--- src/rtl/core/swa_pkg.sv ---
// Shared constants, state types and width helpers of the sliding window average.
// No dependencies; used by every module of the block but swa_ram.
package swa_pkg;

  // Default parameter values
  localparam int unsigned MAX_WINDOW_DEF  = 128;
  localparam int unsigned SAMPLE_BITS_DEF = 16;

  // Window length register
  localparam int unsigned     WL_BITS  = 8;
  localparam logic [WL_BITS-1:0] WL_RESET = 8'd4;

  // Entries of the queue between front and back
  localparam int unsigned QUEUE_DEPTH = 2;

  typedef enum logic [1:0] {
    FS_IDLE,
    FS_MERGE,
    FS_PUSH
  } front_state_e;

  typedef enum logic [1:0] {
    DS_IDLE,
    DS_RUN,
    DS_DONE
  } div_state_e;

  // Largest window the register and the delay line allow together
  function automatic int unsigned max_k(input int unsigned max_window);
    int unsigned lim;
    lim = (1 << WL_BITS) - 1;
    return (max_window > lim) ? lim : max_window;
  endfunction

  // Width of the exact running sum
  function automatic int unsigned sum_bits(input int unsigned sample_bits,
                                           input int unsigned max_window);
    return sample_bits + $clog2(max_k(max_window));
  endfunction

endpackage

--- src/rtl/core/sliding_window_average.sv ---
// Moving average over the last window_length unsigned fractional samples.
// Top level; uses swa_pkg, swa_front, swa_queue, swa_divider.
//
// Samples enter on the in_ channel; each one that completes or advances a full
// window gives one average (sum of the last k samples divided by k, truncated),
// none is given while the window fills. in_restart_i starts a new window with
// its sample, and a write of window_length (0 acts as 1, values above
// MAX_WINDOW act as MAX_WINDOW) also empties the window. As the window fills,
// the front end adds each sample as it takes it; the sample that completes the
// window is then handed off, and once the window is full each sample goes
// through a delay-line read, an update and a hand-off, which waits while the
// queue is full. A divider producing one quotient bit per cycle sets the
// sustained rate; it takes a new sum only after handing the last average to
// its output register. A two-entry queue and the output register let samples
// keep arriving while a result waits.
module sliding_window_average #(
  parameter int unsigned MAX_WINDOW  = swa_pkg::MAX_WINDOW_DEF,
  parameter int unsigned SAMPLE_BITS = swa_pkg::SAMPLE_BITS_DEF
) (
  input  logic                        clk_i,
  input  logic                        rst_ni,
  input  logic                        cfg_we_i,
  input  logic [swa_pkg::WL_BITS-1:0] cfg_wdata_i,
  input  logic                        in_valid_i,
  output logic                        in_stall_o,
  input  logic [SAMPLE_BITS-1:0]      in_sample_i,
  input  logic                        in_restart_i,
  output logic                        out_valid_o,
  output logic [SAMPLE_BITS-1:0]      out_average_o,
  input  logic                        out_stall_i
);

  localparam int unsigned KW = swa_pkg::WL_BITS;
  localparam int unsigned SW = swa_pkg::sum_bits(SAMPLE_BITS, MAX_WINDOW);

  logic          push_valid;
  logic [SW-1:0] push_sum;
  logic [KW-1:0] push_k;
  logic          push_stall;
  logic          pop_valid;
  logic [SW+KW-1:0] pop_data;
  logic          pop_stall;

  swa_front #(
    .MAX_WINDOW  (MAX_WINDOW),
    .SAMPLE_BITS (SAMPLE_BITS)
  ) u_front (
    .clk_i        (clk_i),
    .rst_ni       (rst_ni),
    .cfg_we_i     (cfg_we_i),
    .cfg_wdata_i  (cfg_wdata_i),
    .in_valid_i   (in_valid_i),
    .in_stall_o   (in_stall_o),
    .in_sample_i  (in_sample_i),
    .in_restart_i (in_restart_i),
    .push_valid_o (push_valid),
    .push_sum_o   (push_sum),
    .push_k_o     (push_k),
    .push_stall_i (push_stall)
  );

  swa_queue #(
    .WIDTH (SW + KW)
  ) u_queue (
    .clk_i        (clk_i),
    .rst_ni       (rst_ni),
    .push_valid_i (push_valid),
    .push_data_i  ({push_sum, push_k}),
    .push_stall_o (push_stall),
    .pop_valid_o  (pop_valid),
    .pop_data_o   (pop_data),
    .pop_stall_i  (pop_stall)
  );

  swa_divider #(
    .MAX_WINDOW  (MAX_WINDOW),
    .SAMPLE_BITS (SAMPLE_BITS)
  ) u_divider (
    .clk_i         (clk_i),
    .rst_ni        (rst_ni),
    .in_valid_i    (pop_valid),
    .in_sum_i      (pop_data[SW+KW-1:KW]),
    .in_k_i        (pop_data[KW-1:0]),
    .in_stall_o    (pop_stall),
    .out_valid_o   (out_valid_o),
    .out_average_o (out_average_o),
    .out_stall_i   (out_stall_i)
  );

endmodule

--- src/rtl/core/swa_ram.sv ---
// Generic simple dual-port RAM: one write port, one read port with registered data.
// No dependencies.
module swa_ram #(
  parameter int unsigned WIDTH = 16,
  parameter int unsigned DEPTH = 128,
  localparam int unsigned AW   = (DEPTH > 1) ? $clog2(DEPTH) : 1
) (
  input  logic             clk_i,
  input  logic             we_i,
  input  logic [AW-1:0]    waddr_i,
  input  logic [WIDTH-1:0] wdata_i,
  input  logic             re_i,
  input  logic [AW-1:0]    raddr_i,
  output logic [WIDTH-1:0] rdata_o
);

  logic [WIDTH-1:0] mem_q [DEPTH];
  logic [WIDTH-1:0] rdata_q;

  // Write and registered read
  always_ff @(posedge clk_i) begin
    if (we_i) begin
      mem_q[waddr_i] <= wdata_i;
    end
    if (re_i) begin
      rdata_q <= mem_q[raddr_i];
    end
  end

  assign rdata_o = rdata_q;

endmodule

--- src/rtl/core/swa_front.sv ---
// Front end: accepts samples, keeps the delay line, fill count and running sum,
// and hands (sum, window) of each full window to the queue. Uses swa_pkg, swa_ram.
module swa_front #(
  parameter int unsigned MAX_WINDOW  = swa_pkg::MAX_WINDOW_DEF,
  parameter int unsigned SAMPLE_BITS = swa_pkg::SAMPLE_BITS_DEF,
  localparam int unsigned KW = swa_pkg::WL_BITS,
  localparam int unsigned SW = swa_pkg::sum_bits(SAMPLE_BITS, MAX_WINDOW)
) (
  input  logic                   clk_i,
  input  logic                   rst_ni,
  input  logic                   cfg_we_i,
  input  logic [KW-1:0]          cfg_wdata_i,
  input  logic                   in_valid_i,
  output logic                   in_stall_o,
  input  logic [SAMPLE_BITS-1:0] in_sample_i,
  input  logic                   in_restart_i,
  output logic                   push_valid_o,
  output logic [SW-1:0]          push_sum_o,
  output logic [KW-1:0]          push_k_o,
  input  logic                   push_stall_i
);

  localparam int unsigned AW      = (MAX_WINDOW > 1) ? $clog2(MAX_WINDOW) : 1;
  localparam int unsigned MAX_K   = swa_pkg::max_k(MAX_WINDOW);
  localparam int unsigned FW      = $clog2(MAX_K + 1);
  localparam logic [KW-1:0] MaxK  = KW'(MAX_K);
  localparam logic [AW:0]   Depth = (AW + 1)'(MAX_WINDOW);
  localparam logic [AW-1:0] PtrLast = AW'(MAX_WINDOW - 1);

  swa_pkg::front_state_e state_q, state_d;
  logic [KW-1:0]          wl_q, wl_d;
  logic [SW-1:0]          sum_q, sum_d;
  logic [FW-1:0]          fill_q, fill_d;
  logic [AW-1:0]          wp_q, wp_d;
  logic [SAMPLE_BITS-1:0] x_q, x_d;

  logic [KW-1:0]          k;
  logic                   accept;
  logic [FW-1:0]          fill_eff;
  logic [FW-1:0]          fill_inc;
  logic [SW-1:0]          sum_eff;
  logic [AW:0]            old_wide;
  logic [AW-1:0]          old_idx;
  logic [AW-1:0]          wp_next;
  logic                   ram_we;
  logic [SAMPLE_BITS-1:0] ram_wdata;
  logic                   ram_re;
  logic [SAMPLE_BITS-1:0] ram_rdata;

  // Clamp the window length to 1..MAX_K
  always_comb begin
    if (wl_q == '0) begin
      k = KW'(1);
    end else if (wl_q > MaxK) begin
      k = MaxK;
    end else begin
      k = wl_q;
    end
  end

  assign in_stall_o = (state_q != swa_pkg::FS_IDLE);
  assign accept     = in_valid_i && !in_stall_o;

  // A restart drops the window before the sample is taken
  assign fill_eff = in_restart_i ? '0 : fill_q;
  assign sum_eff  = in_restart_i ? '0 : sum_q;
  assign fill_inc = fill_eff + FW'(1);

  // Slot of the sample that leaves the window, modulo the delay line depth
  always_comb begin
    old_wide = {1'b0, wp_q} + Depth - (AW + 1)'(k);
    if (old_wide >= Depth) begin
      old_wide = old_wide - Depth;
    end
    old_idx = old_wide[AW-1:0];
  end

  assign wp_next = (wp_q == PtrLast) ? '0 : wp_q + AW'(1);

  // Next state and datapath
  always_comb begin
    state_d      = state_q;
    wl_d         = wl_q;
    sum_d        = sum_q;
    fill_d       = fill_q;
    wp_d         = wp_q;
    x_d          = x_q;
    ram_we       = 1'b0;
    ram_wdata    = x_q;
    ram_re       = 1'b0;
    push_valid_o = 1'b0;
    case (state_q)
      swa_pkg::FS_IDLE: begin
        if (accept) begin
          x_d = in_sample_i;
          if (KW'(fill_eff) < k) begin
            // Window still filling: add the sample
            sum_d     = sum_eff + SW'(in_sample_i);
            fill_d    = fill_inc;
            ram_we    = 1'b1;
            ram_wdata = in_sample_i;
            wp_d      = wp_next;
            state_d   = (KW'(fill_inc) == k) ? swa_pkg::FS_PUSH : swa_pkg::FS_IDLE;
          end else begin
            // Window full: fetch the oldest sample first
            sum_d   = sum_eff;
            fill_d  = fill_eff;
            ram_re  = 1'b1;
            state_d = swa_pkg::FS_MERGE;
          end
        end
      end
      swa_pkg::FS_MERGE: begin
        // Add the new sample, drop the oldest, then store the new one at the write pointer
        sum_d     = sum_q + SW'(x_q) - SW'(ram_rdata);
        ram_we    = 1'b1;
        ram_wdata = x_q;
        wp_d      = wp_next;
        state_d   = swa_pkg::FS_PUSH;
      end
      swa_pkg::FS_PUSH: begin
        push_valid_o = 1'b1;
        if (!push_stall_i) begin
          state_d = swa_pkg::FS_IDLE;
        end
      end
      default: begin
        state_d = swa_pkg::FS_IDLE;
      end
    endcase
    // A window length write restarts the fill
    if (cfg_we_i) begin
      wl_d   = cfg_wdata_i;
      fill_d = '0;
      sum_d  = '0;
    end
  end

  assign push_sum_o = sum_q;
  assign push_k_o   = k;

  always_ff @(posedge clk_i or negedge rst_ni) begin
    if (!rst_ni) begin
      state_q <= swa_pkg::FS_IDLE;
      wl_q    <= swa_pkg::WL_RESET;
      sum_q   <= '0;
      fill_q  <= '0;
      wp_q    <= '0;
    end else begin
      state_q <= state_d;
      wl_q    <= wl_d;
      sum_q   <= sum_d;
      fill_q  <= fill_d;
      wp_q    <= wp_d;
    end
  end

  always_ff @(posedge clk_i) begin
    x_q <= x_d;
  end

  // Delay line of the last samples
  swa_ram #(
    .WIDTH (SAMPLE_BITS),
    .DEPTH (MAX_WINDOW)
  ) u_delay_line (
    .clk_i   (clk_i),
    .we_i    (ram_we),
    .waddr_i (wp_q),
    .wdata_i (ram_wdata),
    .re_i    (ram_re),
    .raddr_i (old_idx),
    .rdata_o (ram_rdata)
  );

endmodule

--- src/rtl/core/swa_queue.sv ---
// Short FIFO of pending (sum, window) pairs between front and divider.
// Uses swa_pkg for its depth.
module swa_queue #(
  parameter int unsigned WIDTH = 31
) (
  input  logic             clk_i,
  input  logic             rst_ni,
  input  logic             push_valid_i,
  input  logic [WIDTH-1:0] push_data_i,
  output logic             push_stall_o,
  output logic             pop_valid_o,
  output logic [WIDTH-1:0] pop_data_o,
  input  logic             pop_stall_i
);

  localparam int unsigned DEPTH = swa_pkg::QUEUE_DEPTH;
  localparam int unsigned PW    = (DEPTH > 1) ? $clog2(DEPTH) : 1;
  localparam int unsigned CW    = $clog2(DEPTH + 1);
  localparam logic [PW-1:0] PtrLast = PW'(DEPTH - 1);
  localparam logic [CW-1:0] Full    = CW'(DEPTH);

  logic [WIDTH-1:0] entry_q [DEPTH];
  logic [PW-1:0]    wr_ptr_q, wr_ptr_d;
  logic [PW-1:0]    rd_ptr_q, rd_ptr_d;
  logic [CW-1:0]    cnt_q, cnt_d;
  logic             push;
  logic             pop;

  assign push_stall_o = (cnt_q == Full);
  assign pop_valid_o  = (cnt_q != '0);
  assign pop_data_o   = entry_q[rd_ptr_q];
  assign push         = push_valid_i && !push_stall_o;
  assign pop          = pop_valid_o && !pop_stall_i;

  // Advance pointers and occupancy
  always_comb begin
    wr_ptr_d = wr_ptr_q;
    rd_ptr_d = rd_ptr_q;
    cnt_d    = cnt_q;
    if (push) begin
      wr_ptr_d = (wr_ptr_q == PtrLast) ? '0 : wr_ptr_q + PW'(1);
    end
    if (pop) begin
      rd_ptr_d = (rd_ptr_q == PtrLast) ? '0 : rd_ptr_q + PW'(1);
    end
    if (push && !pop) begin
      cnt_d = cnt_q + CW'(1);
    end else if (pop && !push) begin
      cnt_d = cnt_q - CW'(1);
    end
  end

  always_ff @(posedge clk_i or negedge rst_ni) begin
    if (!rst_ni) begin
      wr_ptr_q <= '0;
      rd_ptr_q <= '0;
      cnt_q    <= '0;
    end else begin
      wr_ptr_q <= wr_ptr_d;
      rd_ptr_q <= rd_ptr_d;
      cnt_q    <= cnt_d;
    end
  end

  always_ff @(posedge clk_i) begin
    if (push) begin
      entry_q[wr_ptr_q] <= push_data_i;
    end
  end

endmodule

--- src/rtl/core/swa_divider.sv ---
// Back end: restoring divider, one quotient bit per cycle, with output register.
// Uses swa_pkg.
module swa_divider #(
  parameter int unsigned MAX_WINDOW  = swa_pkg::MAX_WINDOW_DEF,
  parameter int unsigned SAMPLE_BITS = swa_pkg::SAMPLE_BITS_DEF,
  localparam int unsigned KW = swa_pkg::WL_BITS,
  localparam int unsigned SW = swa_pkg::sum_bits(SAMPLE_BITS, MAX_WINDOW)
) (
  input  logic                   clk_i,
  input  logic                   rst_ni,
  input  logic                   in_valid_i,
  input  logic [SW-1:0]          in_sum_i,
  input  logic [KW-1:0]          in_k_i,
  output logic                   in_stall_o,
  output logic                   out_valid_o,
  output logic [SAMPLE_BITS-1:0] out_average_o,
  input  logic                   out_stall_i
);

  localparam int unsigned CW = $clog2(SW);
  localparam logic [CW-1:0] LastStep = CW'(SW - 1);

  swa_pkg::div_state_e    state_q, state_d;
  logic [SW-1:0]          quo_q, quo_d;
  logic [KW-1:0]          rem_q, rem_d;
  logic [KW-1:0]          k_q, k_d;
  logic [CW-1:0]          cnt_q, cnt_d;
  logic                   out_valid_q, out_valid_d;
  logic [SAMPLE_BITS-1:0] out_avg_q, out_avg_d;
  logic [KW:0]            rem_sh;
  logic [KW:0]            rem_sub;
  logic                   ge;

  // One restoring step: shift in the next dividend bit, subtract if it fits
  assign rem_sh  = {rem_q, quo_q[SW-1]};
  assign rem_sub = rem_sh - {1'b0, k_q};
  assign ge      = (rem_sh >= {1'b0, k_q});

  assign in_stall_o = (state_q != swa_pkg::DS_IDLE);

  always_comb begin
    state_d     = state_q;
    quo_d       = quo_q;
    rem_d       = rem_q;
    k_d         = k_q;
    cnt_d       = cnt_q;
    out_avg_d   = out_avg_q;
    // Drop the result once taken
    out_valid_d = out_valid_q && out_stall_i;
    case (state_q)
      swa_pkg::DS_IDLE: begin
        if (in_valid_i) begin
          quo_d   = in_sum_i;
          rem_d   = '0;
          k_d     = in_k_i;
          cnt_d   = LastStep;
          state_d = swa_pkg::DS_RUN;
        end
      end
      swa_pkg::DS_RUN: begin
        rem_d = ge ? rem_sub[KW-1:0] : rem_sh[KW-1:0];
        quo_d = {quo_q[SW-2:0], ge};
        cnt_d = cnt_q - CW'(1);
        if (cnt_q == '0) begin
          state_d = swa_pkg::DS_DONE;
        end
      end
      swa_pkg::DS_DONE: begin
        // Hand over when the output register is free or being emptied
        if (!out_valid_q || !out_stall_i) begin
          out_valid_d = 1'b1;
          out_avg_d   = quo_q[SAMPLE_BITS-1:0];
          state_d     = swa_pkg::DS_IDLE;
        end
      end
      default: begin
        state_d = swa_pkg::DS_IDLE;
      end
    endcase
  end

  always_ff @(posedge clk_i or negedge rst_ni) begin
    if (!rst_ni) begin
      state_q     <= swa_pkg::DS_IDLE;
      out_valid_q <= 1'b0;
    end else begin
      state_q     <= state_d;
      out_valid_q <= out_valid_d;
    end
  end

  always_ff @(posedge clk_i) begin
    quo_q     <= quo_d;
    rem_q     <= rem_d;
    k_q       <= k_d;
    cnt_q     <= cnt_d;
    out_avg_q <= out_avg_d;
  end

  assign out_valid_o   = out_valid_q;
  assign out_average_o = out_avg_q;

endmodule

--- config.mk ---
export PLATFORM = sky130hd
export DESIGN_NAME = sliding_window_average
export DESIGN_NICKNAME = d
export VERILOG_FILES = /design/src/rtl/core/swa_pkg.sv /design/src/rtl/core/sliding_window_average.sv /design/src/rtl/core/swa_ram.sv /design/src/rtl/core/swa_front.sv /design/src/rtl/core/swa_queue.sv /design/src/rtl/core/swa_divider.sv
export SDC_FILE = /design/constraint.sdc
export NUM_CORES = 2
export LEC_CHECK = 0
export ABC_CLOCK_PERIOD_IN_PS = 9710
export BUFFER_PORTS_ARGS = -buffer_cell sky130_fd_sc_hd__clkbuf_2
export CAP_MARGIN = 20
export CORE_ASPECT_RATIO = 1.1
export CORE_MARGIN = 5
export CORE_UTILIZATION = 36
export DETAILED_ROUTE_END_ITERATION = 10
export SLEW_MARGIN = 15
export SYNTH_ARGS = -nofsm -noshare
export SYNTH_HDL_FRONTEND = slang
export SYNTH_SLANG_ARGS = --single-unit
--- constraint.sdc ---
create_clock -name clk_i -period 9.71 [get_ports clk_i]
set_input_delay 0.971 -clock clk_i [delete_from_list [all_inputs] [get_ports clk_i]]
set_output_delay 0.971 -clock clk_i [all_outputs]
set_load 0.03 [all_outputs]
==> flow_summary_export.csv <==
group,metric,value,unit
timing,fin_crit,6546,ps
place,pre_cts_ws,2940,ps
timing,tightestPinTransition,1161,ps
detailed_routing,drt_iter0_markers,4432,
synth,netlist_area,90320,um2
floorplan,die_h,535.3,um
floorplan,fp.coreArea,249400,um2
synth,synthAdderAreaFrac,1.322,%
synth,synth_cell_types,67,
synth,seq_area_frac_synth,74.74,%
place,dp.cells,7600,
outcome,status,"completed",
synth,yosysWarnings,0,
worst_setup_path,ff2ff_setup_slack,3160,ps
detailed_routing,ant_nets,0,
pwr,power,31.19,mW
timing,slew_headroom,22.62,%
detailed_routing,wl_per_cell,27.36,um
cts,cts-buffers-inserted,217,
detailed_routing,viasPerCell,5.382,
cts,clk_latency,890,ps
timing,slew_viol_final,0,
cts,cts.sinks,2257,
synth,synth_top_family_by_area,"multiplexers",
pwr,p_leak,33.02,nW
worst_setup_path,cp_max_fo,91,
run,cap_violations,0,
floorplan,io_pins,48,
worst_setup_path,r2r-start,"u_front.wl_q[5]",
synth,synth_compound_area_share,1.898,%
cts,cts_hold_buf,0,
timing,fin_setup_tns,0,ps
place,post-dp-hpwl,127500,um
place,place.gp.congestion,0.8211,
timing,fin_ws,3164,ps
layout,layout-drive-gt1-share,26.86,%
synth,synth_flop_cell,"edfxtp_1",
worst_setup_path,arrival,7130,ps
layout,nNetsFinal,4636,
worst_setup_path,end_kind,"register",
worst_setup_path,r2r-end,"u_front.u_delay_line.rdata_o[1]",
worst_setup_path,critPathKind,"reg -> reg",
timing,setup_viol,0,
floorplan,die_w,487.6,um
worst_hold_path,hold_class,"in -> async",
detailed_routing,drc,0,
place,place_area,95900,um2
pwr,cellPowerDensity,304.2,nW/um2
layout,stdcell_count,7989,
floorplan,start_util,36.22,%
floorplan,die_area,261000,um2
layout,n_fill_cell,21710,
synth,synth_nets,4355,
layout,utilization,41.12,%
worst_setup_path,worstSetupStartpointType,"register",
pwr,ir_drop,0.2918,mV
detailed_routing,vias,43000,
worst_setup_path,r2r_cells,12,
synth,syn_avg_cell_area,21.30,um2
synth,synth_edf_count,2202,
layout,fin_area,102500,um2
cts,clkTransAtPathRegs,60,ps
layout,area_growth_syn_to_layout,13.52,%
timing,finalCritPeriodShare,67.41,%
timing,hold_viol_final,0,
global_route,grt_first_pass_wirelength,315600,um
cts,cts_root_buf,"clkbuf_16",
global_route,antenna_found_initial,3,
timing,timing.fmax,152.8,MHz
synth,synth-simple-area-share,2.266,%
synth,synth_xor_area_share,0.5334,%
global_route,grt_usage,16.48,%
detailed_routing,wirelength,218600,um
place,port_buffers,47,
floorplan,placementRows,192,
global_route,first_global_vias,44040,
synth,async_reset_ff_share,2.437,%
global_route,overflow,0,
worst_setup_path,required,10290,ps
synth,synth.area.mux_share,17.79,%
cts,htreeDepth,4,
cts,cts_buffer_depth,4,
synth,ys_ff_latch,2257,
cts,cts_resized,0,
synth,syn_inst,4241,
cts,cts_tree,"yes",
cts,post-cts-setup-buffers,0,
timing,fin_hold_ws,289.7,ps
global_route,grt_max_degree,112,
detailed_routing,drt-pass1-iter-count,7,
timing,rsz0062_at_grt,"false",
timing,skew,76.20,ps
cells in the final DEF (no fill, tap or decap), types with 14 or more instances in the layout:
master / n
clkbuf_1: 48
mux2_2: 32
xnor2_1: 28
mux2i_1: 128
nand2b_1: 19
dfrtp_1: 54
inv_1: 110
edfxtp_1: 2202
nor2_1: 219
buf_4: 192
a21oi_1: 52
clkbuf_2: 47
nor2b_1: 26
o21ai_4: 15
clkinv_2: 36
ha_1: 64
nand3_1: 21
fa_1: 18
clkbuf_16: 218
a21o_1: 14
o21ai_0: 84
clkinv_1: 47
nand2_1: 115
nor3_1: 18
mux4_2: 640
buf_12: 16
xor2_1: 23
cells by family (layout without fill, tap and decap cells):
group                      after synthesis  after routing
AOI/OAI and AO/OA                      268            268
muxes                                  801            801
buffers and inverters                  309            756
adders and majority gates               84             84
DFF                                   2257           2257
and+or+nand+nor                        467            467
other                                    0              3
xor gates and xnor gates                55             55
Yosys cell counts (14+ instances only):
cell type	n	area share, %
a21o_1	14	0.12
a21oi_1	52	0.29
buf_1	16	0.066
buf_2	50	0.28
buf_4	14	0.12
clkbuf_1	114	0.47
dfrtp_1	54	1.5
edfxtp_1	2202	73
fa_1	19	0.42
ha_1	65	0.90
inv_1	110	0.46
mux2_2	33	0.41
mux2i_1	128	1.4
mux4_2	640	16
nand2_1	115	0.48
nand2b_1	19	0.13
nand3_1	21	0.12
nor2_1	224	0.93
nor2b_1	28	0.19
nor3_1	18	0.10
o21ai_0	99	0.55
xnor2_1	32	0.31
xor2_1	23	0.22
power by group:
| group | internal (mW) | total, mW | switching, mW | leakage [nW] |
|---|---|---|---|---|
| logic | 5.02 | 11.6 | 6.60 | 9.13 |
| registers | 11.4 | 11.6 | 0.156 | 20.7 |
| clock network | 4.44 | 8.01 | 3.58 | 3.22 |
worst max path at each step:
| stage | from | end | slack (ps) |
|---|---|---|---|
| final | u_front.wl_q[5] | u_front.u_delay_line.rdata_o[1] | 3160 |
| after detailed placement | u_front.wl_q[5] | u_front.u_delay_line.rdata_o[8] | 2940 |
| after global placement | u_front.wl_q[5] | u_front.u_delay_line.rdata_o[8] | 2810 |
| after CTS | u_front.wl_q[5] | u_front.u_delay_line.rdata_o[8] | 2940 |
| after global routing | u_front.wl_q[5] | u_front.u_delay_line.rdata_o[8] | 2650 |
| after floorplan | in_restart_i | u_front.u_delay_line.mem_q[0][15] | 110 |
routing by layer:
metal | GRT usage, % | routed length (um) | vias to the layer above
met5 | 0 | 0 | -
met4 | 4.565 | 6229 | 0
met3 | 2.304 | 11740 | 297
met2 | 28.74 | 112400 | 1304
met1 | 21.68 | 88220 | 23290
li1 | - | - | 18110
critical path: stages (launching register included):
cell	delay, ps
dfrtp_1	400
or4_1	560
nor4_1	320
nor2_1	70
nor2_1	380
ha_4	780
buf_12	520
buf_12	590
mux4_2	600
mux4_2	550
mux2i_1	520
mux2i_1	370
mux2_2	370
state kept, by name (all words and copies together), names as in the netlist:
signal                        cells
u_divider.out_average_o          16
u_divider.quo_q                  23
u_front.u_delay_line.rdata_o     16
u_divider.out_valid_o             1
u_front.fill_q                    8
u_divider.k_q                     8
u_queue.entry_q                  62
u_front.push_sum_o               23
u_divider.rem_q                   8
u_front.state_q                   2
u_front.x_q                      16
u_divider.cnt_q                   5
u_front.wl_q                      8
u_queue.cnt_q                     2
u_queue.rd_ptr_q                  1
u_front.wp_q                      7
u_front.u_delay_line.mem_q     2048
u_divider.state_q                 2
u_queue.wr_ptr_q                  1
area by class of cell:
type / count / area [um2] / area share (%)
antenna: 3 / 7.507 / 0.007322
inverter: 110 / 412.9 / 0.4027
clock buffer: 269 / 5677 / 5.537
multi-input combinational: 1675 / 21770 / 21.23
timing repair buffer: 261 / 2113 / 2.061
clock inverter: 116 / 915.9 / 0.8933
sequential: 2257 / 67500 / 65.84
tap: 3298 / 4126 / 4.025
Note: power is estimated with default switching activity, not from simulation.
